## config.mk

```make
export PLATFORM = sky130hd
export DESIGN_NAME = fastq_record_parser_flat
export DESIGN_NICKNAME = d
export VERILOG_FILES = /design/src/design/frp_pkg.sv /design/src/design/frp_if.sv /design/src/design/frp_in_reg.sv /design/src/design/frp_parse.sv /design/src/design/fastq_record_parser.sv /design/src/flat_wrapper.sv
export SDC_FILE = /design/constraint.sdc
export NUM_CORES = 1
export LEC_CHECK = 0
export BUFFER_PORTS_ARGS = -buffer_cell sky130_fd_sc_hd__buf_2
export CORE_MARGIN = 1.5
export CORE_UTILIZATION = 38
export CTS_CLUSTER_DIAMETER = 60
export DETAILED_ROUTE_END_ITERATION = 10
export HOLD_SLACK_MARGIN = 0.03
export PLACE_DENSITY = 0.62
export SETUP_SLACK_MARGIN = 0.15
export SLEW_MARGIN = 0
export SYNTH_ARGS = -nofsm -noshare
export SYNTH_HDL_FRONTEND = slang
export SYNTH_SLANG_ARGS = --single-unit
```

## constraint.sdc

```tcl
create_clock -name clk_i -period 2.9 [get_ports clk_i]
set_input_delay 0.58 -clock clk_i [delete_from_list [all_inputs] [get_ports clk_i]]
set_output_delay 0.58 -clock clk_i [all_outputs]
set_load 0.02 [all_outputs]
```

## src/design/frp_pkg.sv

```systemverilog
// ----------------------------------------------------------------------------
// FASTQ record parser package
// Shared widths, result kinds, error codes and beat structures.
// ----------------------------------------------------------------------------
package frp_pkg;

  localparam int unsigned ByteW   = 8;
  localparam int unsigned KindW   = 3;
  localparam int unsigned ErrW    = 3;
  localparam int unsigned RecIdxW = 32;
  localparam int unsigned LenW    = 16;

  localparam longint unsigned MaxLineDefault = 65535;

  localparam logic [KindW-1:0] KindLabel = 3'd0;
  localparam logic [KindW-1:0] KindDrop  = 3'd1;
  localparam logic [KindW-1:0] KindBase  = 3'd2;
  localparam logic [KindW-1:0] KindPlus  = 3'd3;
  localparam logic [KindW-1:0] KindQual  = 3'd4;
  localparam logic [KindW-1:0] KindEol   = 3'd5;
  localparam logic [KindW-1:0] KindEnd   = 3'd6;
  localparam logic [KindW-1:0] KindErr   = 3'd7;

  localparam logic [ErrW-1:0] ErrNone     = 3'd0;
  localparam logic [ErrW-1:0] ErrEmpty    = 3'd1;
  localparam logic [ErrW-1:0] ErrNoAt     = 3'd2;
  localparam logic [ErrW-1:0] ErrLetter   = 3'd3;
  localparam logic [ErrW-1:0] ErrNonPrint = 3'd4;
  localparam logic [ErrW-1:0] ErrEarlyEof = 3'd5;
  localparam logic [ErrW-1:0] ErrLength   = 3'd6;
  localparam logic [ErrW-1:0] ErrOverflow = 3'd7;

  localparam logic [ByteW-1:0] CharNewline = 8'h0A;
  localparam logic [ByteW-1:0] CharAt      = 8'h40;

  typedef struct packed {
    logic [ByteW-1:0] byte_value;
    logic             end_of_input;
  } in_item_t;

  typedef struct packed {
    logic [KindW-1:0]   kind;
    logic [ByteW-1:0]   value;
    logic [ErrW-1:0]    error_code;
    logic [RecIdxW-1:0] record_index;
    logic [LenW-1:0]    seq_length;
    logic               record_done;
    logic               stream_done;
  } out_item_t;

endpackage

```

## src/design/frp_if.sv

```systemverilog
// ----------------------------------------------------------------------------
// FASTQ record parser channels
// Valid/ready channels for input bytes and for classified result beats.
// ----------------------------------------------------------------------------
interface frp_in_if;
  import frp_pkg::*;

  logic             valid;
  logic             ready;
  logic [ByteW-1:0] byte_value;
  logic             end_of_input;

  modport source (output valid, output byte_value, output end_of_input, input ready);
  modport sink   (input valid, input byte_value, input end_of_input, output ready);
endinterface

interface frp_out_if;
  import frp_pkg::*;

  logic               valid;
  logic               ready;
  logic [KindW-1:0]   kind;
  logic [ByteW-1:0]   value;
  logic [ErrW-1:0]    error_code;
  logic [RecIdxW-1:0] record_index;
  logic [LenW-1:0]    seq_length;
  logic               record_done;
  logic               stream_done;

  modport source (output valid, output kind, output value, output error_code,
                  output record_index, output seq_length, output record_done,
                  output stream_done, input ready);
  modport sink   (input valid, input kind, input value, input error_code,
                  input record_index, input seq_length, input record_done,
                  input stream_done, output ready);
endinterface

```

## src/design/frp_in_reg.sv

```systemverilog
// ----------------------------------------------------------------------------
// FASTQ parser input register
// Holds one accepted byte beat until the parse stage takes it.
// ----------------------------------------------------------------------------
module frp_in_reg (
  input  logic              clk_i,
  input  logic              rst_ni,
  input  logic              valid_i,
  output logic              ready_o,
  input  frp_pkg::in_item_t item_i,
  output logic              full_o,
  output frp_pkg::in_item_t item_o,
  input  logic              take_i
);
  import frp_pkg::*;

  logic     full_q;
  logic     full_d;
  in_item_t item_q;
  logic     load;

  assign ready_o = !full_q || take_i;
  assign load    = valid_i && ready_o;
  assign full_d  = load || (full_q && !take_i);

  always_ff @(posedge clk_i or negedge rst_ni) begin
    if (!rst_ni) begin
      full_q <= 1'b0;
    end else begin
      full_q <= full_d;
    end
  end

  always_ff @(posedge clk_i) begin
    if (load) begin
      item_q <= item_i;
    end
  end

  assign full_o = full_q;
  assign item_o = item_q;

endmodule

```

## src/design/frp_parse.sv

```systemverilog
// ----------------------------------------------------------------------------
// FASTQ parser record tracker
// Classifies one byte per cycle against the record state and updates it while step_i is high.
// ----------------------------------------------------------------------------
module frp_parse #(
  parameter longint unsigned MaxLine = frp_pkg::MaxLineDefault
) (
  input  logic               clk_i,
  input  logic               rst_ni,
  input  logic               step_i,
  input  logic               trunc_i,
  input  frp_pkg::in_item_t  item_i,
  output frp_pkg::out_item_t result_o
);
  import frp_pkg::*;

  localparam logic [LenW-1:0] LineLimit =
    (MaxLine < 64'd65535) ? MaxLine[LenW-1:0] : {LenW{1'b1}};

  localparam logic [2:0] PhLabel = 3'd0;
  localparam logic [2:0] PhSeq   = 3'd1;
  localparam logic [2:0] PhPlus  = 3'd2;
  localparam logic [2:0] PhQual  = 3'd3;
  localparam logic [2:0] PhEmpty = 3'd4;
  localparam logic [2:0] PhEnd   = 3'd5;

  logic [2:0]         phase_q, phase_d;
  logic               start_q, start_d;
  logic               cut_q, cut_d;
  logic [LenW-1:0]    line_cnt_q, line_cnt_d;
  logic [LenW-1:0]    seq_len_q, seq_len_d;
  logic [RecIdxW-1:0] rec_cnt_q, rec_cnt_d;
  logic [ErrW-1:0]    sticky_q, sticky_d;

  logic [KindW-1:0] kind;
  logic [ByteW-1:0] val;
  logic [ErrW-1:0]  err;
  logic             rdone;
  logic             sdone;
  logic             new_line;
  logic [ByteW-1:0] b;

  function automatic logic is_ws(logic [ByteW-1:0] c);
    return (c == 8'h20) || (c >= 8'h09 && c <= 8'h0D);
  endfunction

  function automatic logic is_letter(logic [ByteW-1:0] c);
    return (c >= 8'h41 && c <= 8'h5A) || (c >= 8'h61 && c <= 8'h7A);
  endfunction

  assign b = item_i.byte_value;

  always_comb begin
    kind       = KindErr;
    val        = '0;
    err        = ErrNone;
    rdone      = 1'b0;
    sdone      = 1'b0;
    new_line   = 1'b0;
    phase_d    = phase_q;
    start_d    = start_q;
    cut_d      = cut_q;
    line_cnt_d = line_cnt_q;
    seq_len_d  = seq_len_q;
    rec_cnt_d  = rec_cnt_q;
    sticky_d   = sticky_q;

    if (sticky_q != ErrNone) begin
      err = sticky_q;
    end else if (phase_q == PhEnd) begin
      kind  = KindEnd;
      sdone = 1'b1;
    end else if (item_i.end_of_input) begin
      if ((phase_q == PhLabel && start_q) || phase_q == PhEmpty) begin
        kind  = KindEnd;
        sdone = 1'b1;
      end else if (phase_q == PhQual && !start_q) begin
        if (line_cnt_q == seq_len_q) begin
          kind      = KindEnd;
          rdone     = 1'b1;
          sdone     = 1'b1;
          rec_cnt_d = rec_cnt_q + 1'b1;
        end else begin
          err = ErrLength;
        end
      end else begin
        err = ErrEarlyEof;
      end
      if (err == ErrNone) begin
        phase_d  = PhEnd;
        new_line = 1'b1;
      end
    end else if (b == CharNewline) begin
      kind = KindEol;
      case (phase_q)
        PhLabel: begin
          phase_d = start_q ? PhEmpty : PhSeq;
        end
        PhSeq: begin
          phase_d = PhPlus;
        end
        PhPlus: begin
          phase_d = PhQual;
        end
        PhQual: begin
          if (line_cnt_q == seq_len_q) begin
            rdone     = 1'b1;
            rec_cnt_d = rec_cnt_q + 1'b1;
            phase_d   = PhLabel;
          end else begin
            err = ErrLength;
          end
        end
        default: begin
        end
      endcase
      if (err == ErrNone) begin
        new_line = 1'b1;
      end
    end else if (phase_q == PhEmpty) begin
      err = ErrEmpty;
    end else if (line_cnt_q >= LineLimit) begin
      err = ErrOverflow;
    end else begin
      val = b;
      case (phase_q)
        PhLabel: begin
          if (start_q) begin
            if (b != CharAt) begin
              err = ErrNoAt;
            end else begin
              kind      = KindDrop;
              seq_len_d = '0;
            end
          end else if (cut_q || (trunc_i && is_ws(b))) begin
            cut_d = 1'b1;
            kind  = KindDrop;
          end else begin
            kind = KindLabel;
          end
        end
        PhSeq: begin
          if (is_letter(b)) begin
            kind      = KindBase;
            seq_len_d = line_cnt_q + 1'b1;
          end else begin
            err = (b >= 8'h20 && b <= 8'h7E) ? ErrLetter : ErrNonPrint;
          end
        end
        PhPlus: begin
          kind = KindPlus;
        end
        default: begin
          kind = KindQual;
        end
      endcase
      if (err == ErrNone) begin
        start_d    = 1'b0;
        line_cnt_d = line_cnt_q + 1'b1;
      end
    end

    if (new_line) begin
      start_d    = 1'b1;
      line_cnt_d = '0;
      cut_d      = 1'b0;
    end

    if (err != ErrNone) begin
      sticky_d = err;
      kind     = KindErr;
      val      = '0;
      rdone    = 1'b0;
      sdone    = 1'b0;
    end
  end

  always_ff @(posedge clk_i or negedge rst_ni) begin
    if (!rst_ni) begin
      phase_q    <= PhLabel;
      start_q    <= 1'b1;
      cut_q      <= 1'b0;
      line_cnt_q <= '0;
      seq_len_q  <= '0;
      rec_cnt_q  <= '0;
      sticky_q   <= ErrNone;
    end else if (step_i) begin
      phase_q    <= phase_d;
      start_q    <= start_d;
      cut_q      <= cut_d;
      line_cnt_q <= line_cnt_d;
      seq_len_q  <= seq_len_d;
      rec_cnt_q  <= rec_cnt_d;
      sticky_q   <= sticky_d;
    end
  end

  assign result_o.kind         = kind;
  assign result_o.value        = val;
  assign result_o.error_code   = err;
  assign result_o.record_index = rec_cnt_q;
  assign result_o.seq_length   = seq_len_d;
  assign result_o.record_done  = rdone;
  assign result_o.stream_done  = sdone;

endmodule

```

## src/design/fastq_record_parser.sv

```systemverilog
// ----------------------------------------------------------------------------
// FASTQ record parser
// Streams FASTQ text one byte per beat and emits one classified beat each.
// ----------------------------------------------------------------------------
// The in_i channel carries one text byte per beat, or an end-of-input mark.
// Every input beat yields exactly one result beat on out_o, in order, giving
// its kind, the passed byte, any error code, the record index, the current
// sequence length and record/stream completion flags.
// cfg_we_i with cfg_data_i writes the label truncation enable; write it only
// while the parser is idle.
// An accepted beat passes the input register and the single parse stage,
// which reads and updates the record state in the same cycle, into the
// output register; one beat per cycle is taken unless out_o stalls.
// The input register keeps taking beats while a finished result waits in
// the output register; when the receiver stalls, both registers fill and
// in_i.ready drops until out_o.ready returns.
// Reset clears both registers, the record state, the record counter, the
// sticky error and the truncation enable; the parser expects a label line.
// ----------------------------------------------------------------------------
module fastq_record_parser #(
  parameter longint unsigned MaxLine = frp_pkg::MaxLineDefault
) (
  input  logic  clk_i,
  input  logic  rst_ni,
  input  logic  cfg_we_i,
  input  logic  cfg_data_i,
  frp_in_if.sink    in_i,
  frp_out_if.source out_o
);
  import frp_pkg::*;

  logic      trunc_q;
  logic      in_full;
  in_item_t  in_item;
  in_item_t  stage_item;
  logic      take;
  out_item_t result;
  out_item_t out_q;
  logic      out_valid_q;

  assign in_item.byte_value   = in_i.byte_value;
  assign in_item.end_of_input = in_i.end_of_input;

  assign take = in_full && (!out_valid_q || out_o.ready);

  frp_in_reg u_in_reg (
    .clk_i   (clk_i),
    .rst_ni  (rst_ni),
    .valid_i (in_i.valid),
    .ready_o (in_i.ready),
    .item_i  (in_item),
    .full_o  (in_full),
    .item_o  (stage_item),
    .take_i  (take)
  );

  frp_parse #(
    .MaxLine (MaxLine)
  ) u_parse (
    .clk_i    (clk_i),
    .rst_ni   (rst_ni),
    .step_i   (take),
    .trunc_i  (trunc_q),
    .item_i   (stage_item),
    .result_o (result)
  );

  always_ff @(posedge clk_i or negedge rst_ni) begin
    if (!rst_ni) begin
      trunc_q <= 1'b0;
    end else if (cfg_we_i) begin
      trunc_q <= cfg_data_i;
    end
  end

  always_ff @(posedge clk_i or negedge rst_ni) begin
    if (!rst_ni) begin
      out_valid_q <= 1'b0;
    end else if (take) begin
      out_valid_q <= 1'b1;
    end else if (out_o.ready) begin
      out_valid_q <= 1'b0;
    end
  end

  always_ff @(posedge clk_i) begin
    if (take) begin
      out_q <= result;
    end
  end

  assign out_o.valid        = out_valid_q;
  assign out_o.kind         = out_q.kind;
  assign out_o.value        = out_q.value;
  assign out_o.error_code   = out_q.error_code;
  assign out_o.record_index = out_q.record_index;
  assign out_o.seq_length   = out_q.seq_length;
  assign out_o.record_done  = out_q.record_done;
  assign out_o.stream_done  = out_q.stream_done;

  a_err_code_matches_kind: assert property (@(posedge clk_i) disable iff (!rst_ni)
    out_valid_q |-> ((out_q.kind == KindErr) == (out_q.error_code != ErrNone)))
    else $error("error code and error kind disagree");

  a_record_done_kind: assert property (@(posedge clk_i) disable iff (!rst_ni)
    (out_valid_q && out_q.record_done) |-> (out_q.kind == KindEol || out_q.kind == KindEnd))
    else $error("record completion on a non-terminating beat");

  a_stream_done_kind: assert property (@(posedge clk_i) disable iff (!rst_ni)
    (out_valid_q && out_q.stream_done) |-> (out_q.kind == KindEnd))
    else $error("stream completion without end kind");

  a_error_sticky: assert property (@(posedge clk_i) disable iff (!rst_ni)
    (out_valid_q && out_o.ready && out_q.kind == KindErr)
      |=> (!out_valid_q || out_q.kind == KindErr))
    else $error("error did not persist");

endmodule

```

## src/flat_wrapper.sv

```systemverilog
// flat-port wrapper written by rule: the top's interface ports become plain ports
module fastq_record_parser_flat import frp_pkg::*;
#(
  parameter longint unsigned MaxLine = frp_pkg::MaxLineDefault
)
  (clk_i, rst_ni, cfg_we_i, cfg_data_i, in_i_valid, in_i_byte_value, in_i_end_of_input, in_i_ready, out_o_valid, out_o_kind, out_o_value, out_o_error_code, out_o_record_index, out_o_seq_length, out_o_record_done, out_o_stream_done, out_o_ready);
  frp_in_if in_i_i ();
  frp_out_if out_o_i ();
  input  logic clk_i;
  input  logic rst_ni;
  input  logic cfg_we_i;
  input  logic cfg_data_i;
  input wire logic [$bits(in_i_i.valid)-1:0] in_i_valid;
  input wire logic [$bits(in_i_i.byte_value)-1:0] in_i_byte_value;
  input wire logic [$bits(in_i_i.end_of_input)-1:0] in_i_end_of_input;
  output wire logic [$bits(in_i_i.ready)-1:0] in_i_ready;
  output wire logic [$bits(out_o_i.valid)-1:0] out_o_valid;
  output wire logic [$bits(out_o_i.kind)-1:0] out_o_kind;
  output wire logic [$bits(out_o_i.value)-1:0] out_o_value;
  output wire logic [$bits(out_o_i.error_code)-1:0] out_o_error_code;
  output wire logic [$bits(out_o_i.record_index)-1:0] out_o_record_index;
  output wire logic [$bits(out_o_i.seq_length)-1:0] out_o_seq_length;
  output wire logic [$bits(out_o_i.record_done)-1:0] out_o_record_done;
  output wire logic [$bits(out_o_i.stream_done)-1:0] out_o_stream_done;
  input wire logic [$bits(out_o_i.ready)-1:0] out_o_ready;
  assign in_i_i.valid = in_i_valid;
  assign in_i_i.byte_value = in_i_byte_value;
  assign in_i_i.end_of_input = in_i_end_of_input;
  assign in_i_ready = in_i_i.ready;
  assign out_o_valid = out_o_i.valid;
  assign out_o_kind = out_o_i.kind;
  assign out_o_value = out_o_i.value;
  assign out_o_error_code = out_o_i.error_code;
  assign out_o_record_index = out_o_i.record_index;
  assign out_o_seq_length = out_o_i.seq_length;
  assign out_o_record_done = out_o_i.record_done;
  assign out_o_stream_done = out_o_i.stream_done;
  assign out_o_i.ready = out_o_ready;
  fastq_record_parser #(.MaxLine(MaxLine)) u_core (.clk_i(clk_i), .rst_ni(rst_ni), .cfg_we_i(cfg_we_i), .cfg_data_i(cfg_data_i), .in_i(in_i_i), .out_o(out_o_i));
endmodule
```

==> results.json <==
{
  "final-max-slew-violation-count": 0,
  "finClkSkew_ns": 0.0118,
  "pwr-share-comb_pct": 19.4,
  "top_layer_used": "met4",
  "post-route-util_pct": 45.8,
  "wl_um": 15500,
  "setup_ws_ns": 0.312,
  "setup_viol": 0,
  "setup-tns-final_ns": 0,
  "switching_power_mw": 1.74,
  "wirelength_met1_um": 7020,
  "crit_path_end_kind": "register",
  "die_y_um": 138,
  "num_vias": 5078,
  "synth_cells": 616,
  "root_buffer": "clkbuf_16",
  "intPower_mw": 4.07,
  "power_density_nw_per_um2": 705,
  "ys.warnings.count": 0,
  "switching_share_pct": 29.9,
  "grt_pass1_vias": 4941,
  "ys_types": 62,
  "ff2ff_path_depth": 6,
  "place_area_um2": 7630,
  "synth-adder-area-share_pct": 0.360,
  "cts_tree": "done",
  "async_reset_ff_share_pct": 50.7,
  "grt-ovfl-total": 0,
  "port-buffer-count": 80,
  "min_period_ns": 2.59,
  "postSynthAreaPerCell_um2": 11.3,
  "wl_met2_um": 7450,
  "track_usage_pct": 16.8,
  "netlist_top_cells_area": "edfxtp_1, dfrtp_1, xnor2_1",
  "maxSlewHeadroom_pct": 33.3,
  "holdCritPathClass": "input port to async pin",
  "start_util_pct": 38.6,
  "layout_commonest_cell": "buf_2",
  "gp_congestion": 0.963,
  "antenna_found_initial": 0,
  "reg2reg_from": "u_core.u_parse.phase_q[0]",
  "htreeDepth": 4,
  "cellLeakagePower_nw": 3.52,
  "rsz0062_at_grt": "no",
  "synthesis.area_um2": 6940,
  "cts_hold_buffers": 0,
  "path_clk_slew_ns": 0.07,
  "die_width_um": 138,
  "drcViolationCount": 0,
  "cts_made_buffers": 17,
  "post-route-period-util_pct": 89.3,
  "synth_top_family_by_area": "simple AND/OR/NAND/NOR gates",
  "insertion_delay_ns": 0.43,
  "synth.top_cell.area_share_pct": 31.6,
  "cp-startpoint": "u_core.u_parse.phase_q[0]",
  "synth_mux_area_share_pct": 0.487,
  "synthXorXnorAreaFrac_pct": 7.57,
  "stdcell_area_um2": 8230,
  "report.power.total_mw": 5.81,
  "clock_path_buffers": 2,
  "synth_compound_area_share_pct": 10.8,
  "cap_violations": 0,
  "critical_path_class": "register to register",
  "area_delta_synth_final_pct": 18.6,
  "row_count": 49,
  "yosys.area_share.simple_pct": 19.0,
  "worst-path-max-fanout": 12,
  "grt_max_degree": 76,
  "cp-start-kind": "register",
  "synth_nets": 633,
  "synth-edff-count": 73,
  "wl_per_cell_um": 16.4,
  "die-area_um2": 19100,
  "hold_violations": 0,
  "worstMarginPinSlew_ns": 1.00,
  "grt_pass1_wl_um": 25700,
  "power_frac_seq_pct": 43.5,
  "first_iter_violations": 463,
  "layout-drive-gt1-share_pct": 21.3,
  "rrSetupSlack_ns": 0.31,
  "synth_area_leader_cell": "edfxtp_1",
  "status": "complete, no violations",
  "arrival_ns": 2.76,
  "antenna_left": 0,
  "core_area_um2": 18000,
  "synth_ff_type": "dfrtp_1",
  "clkSinkCount": 148,
  "num_antenna_cells": 0,
  "ir_worst_vdd_uv": 414,
  "dp_slack_ns": 0.310,
  "final_nets": 718,
  "p_clk_share_pct": 37.1,
  "ys_seq_area_share_pct": 58.6,
  "ioPinCount": 81,
  "wl_met3_um": 669,
  "ys_seq_elements": 148,
  "drt-pass1-iter-count": 6,
  "hpwl_um": 10800,
  "max_freq_mhz": 386,
  "worstPathRequired_ns": 3.07,
  "layout_common_cells": "buf_2, dfrtp_1, edfxtp_1",
  "viasPerCell": 5.38
}
## registers in the layout (all words and copies together), names as in the netlist, 3 cells and up
register                   cells
u_core.u_parse.line_cnt_q     16
u_core.u_parse.sticky_q        3
u_core.u_parse.rec_cnt_q      32
u_core.out_o.seq_length       16
u_core.u_parse.phase_q         3
u_core.out_o.value             8
u_core.u_parse.seq_len_q      16
u_core.out_o.kind              3
u_core.u_in_reg.item_o         9
u_core.out_o.error_code        3
u_core.out_o.record_index     32
## final timing paths
path,end
max reg2reg,u_core.out_o.stream_done
min,u_core.u_parse.rec_cnt_q[22]
min reg2reg,u_core.out_o.record_index[26]
min in group clk_i,u_core.u_in_reg.item_o[0]
max in group asynchronous,u_core.u_parse.rec_cnt_q[10]
max,u_core.out_o.stream_done
## layer usage
metal / vias to the layer above / global-route usage [%]
li1: 2414 / -
met5: - / 0
met3: 26 / 3.64
met2: 153 / 27.2
met4: 0 / 8.20
met1: 2485 / 21.5
## per-stage QoR
| step | instances | hold WS, ns |
|---|---|---|
| after CTS | 941 | 0.308 |
| after global placement | 909 | 0.436 |
| after global routing | 943 | 0.313 |
| after detailed placement | 909 | 0.434 |
| final | 943 | 0.313 |
| after floorplan | 616 | 0.284 |
## power groups by stage
stage / sequential [mW] / clock [mW] / combinational [mW]
floorplan: 2.57 / 0 / 0.722
global placement: 2.56 / 0 / 1.12
detailed placement: 2.57 / 0 / 1.11
CTS: 2.53 / 2.20 / 1.12
global route: 2.55 / 2.27 / 1.24
finish: 2.53 / 2.15 / 1.13
## Yosys cell counts, drive strengths merged (3+ instances only)
cell	number
a32o	9
dfrtp	74
and3	12
a21oi	20
xor2	26
nand2	47
inv	16
nand4	20
xnor2	34
nor3	29
o2bb2ai	3
nor2b	5
nor4	7
edfxtp	73
o211ai	5
a21o	7
o21ai	18
nand2b	10
a31oi	6
and4	7
clkbuf	24
nand3	35
buf	13
a211o	8
nor2	54
a22o	7
nor3b	3
mux2	3
or4b	3
or2	3
o21bai	7
## critical path, stage by stage, from the launching register on
cell and delay [ns]:
dfrtp_1 0.54, or3b_1 0.57, a211oi_1 0.22, o21ai_0 0.18, a211o_1 0.42, o21a_1 0.19
and4b_1 0.20
## layout make-up
cell class | count | area, µm²
Clock buffer | 22 | 485
Tap cell | 229 | 287
Sequential cell | 148 | 4070
Clock inverter | 10 | 97.6
Inverter | 16 | 62.6
Multi-Input combinational cell | 415 | 2660
Fill cell | 1632 | 9730
Timing Repair Buffer | 103 | 576
## cells by family (layout without fill, tap and decap cells)
group / Yosys count / in the layout
compound gates: 102 / 102
xor+xnor: 60 / 60
flops: 148 / 148
buf+inv: 53 / 151
mux: 3 / 3
fa+ha+maj: 2 / 2
simple gates: 248 / 248
## repair_timing
| item | in CTS | in global routing |
|---|---|---|
| setup buffers | 0 | 2 |
| resized for setup | 0 | 1 |
| endpoints found under the setup margin | 0 | 5 |
No activity file was read; power rests on OpenSTA's default activity.
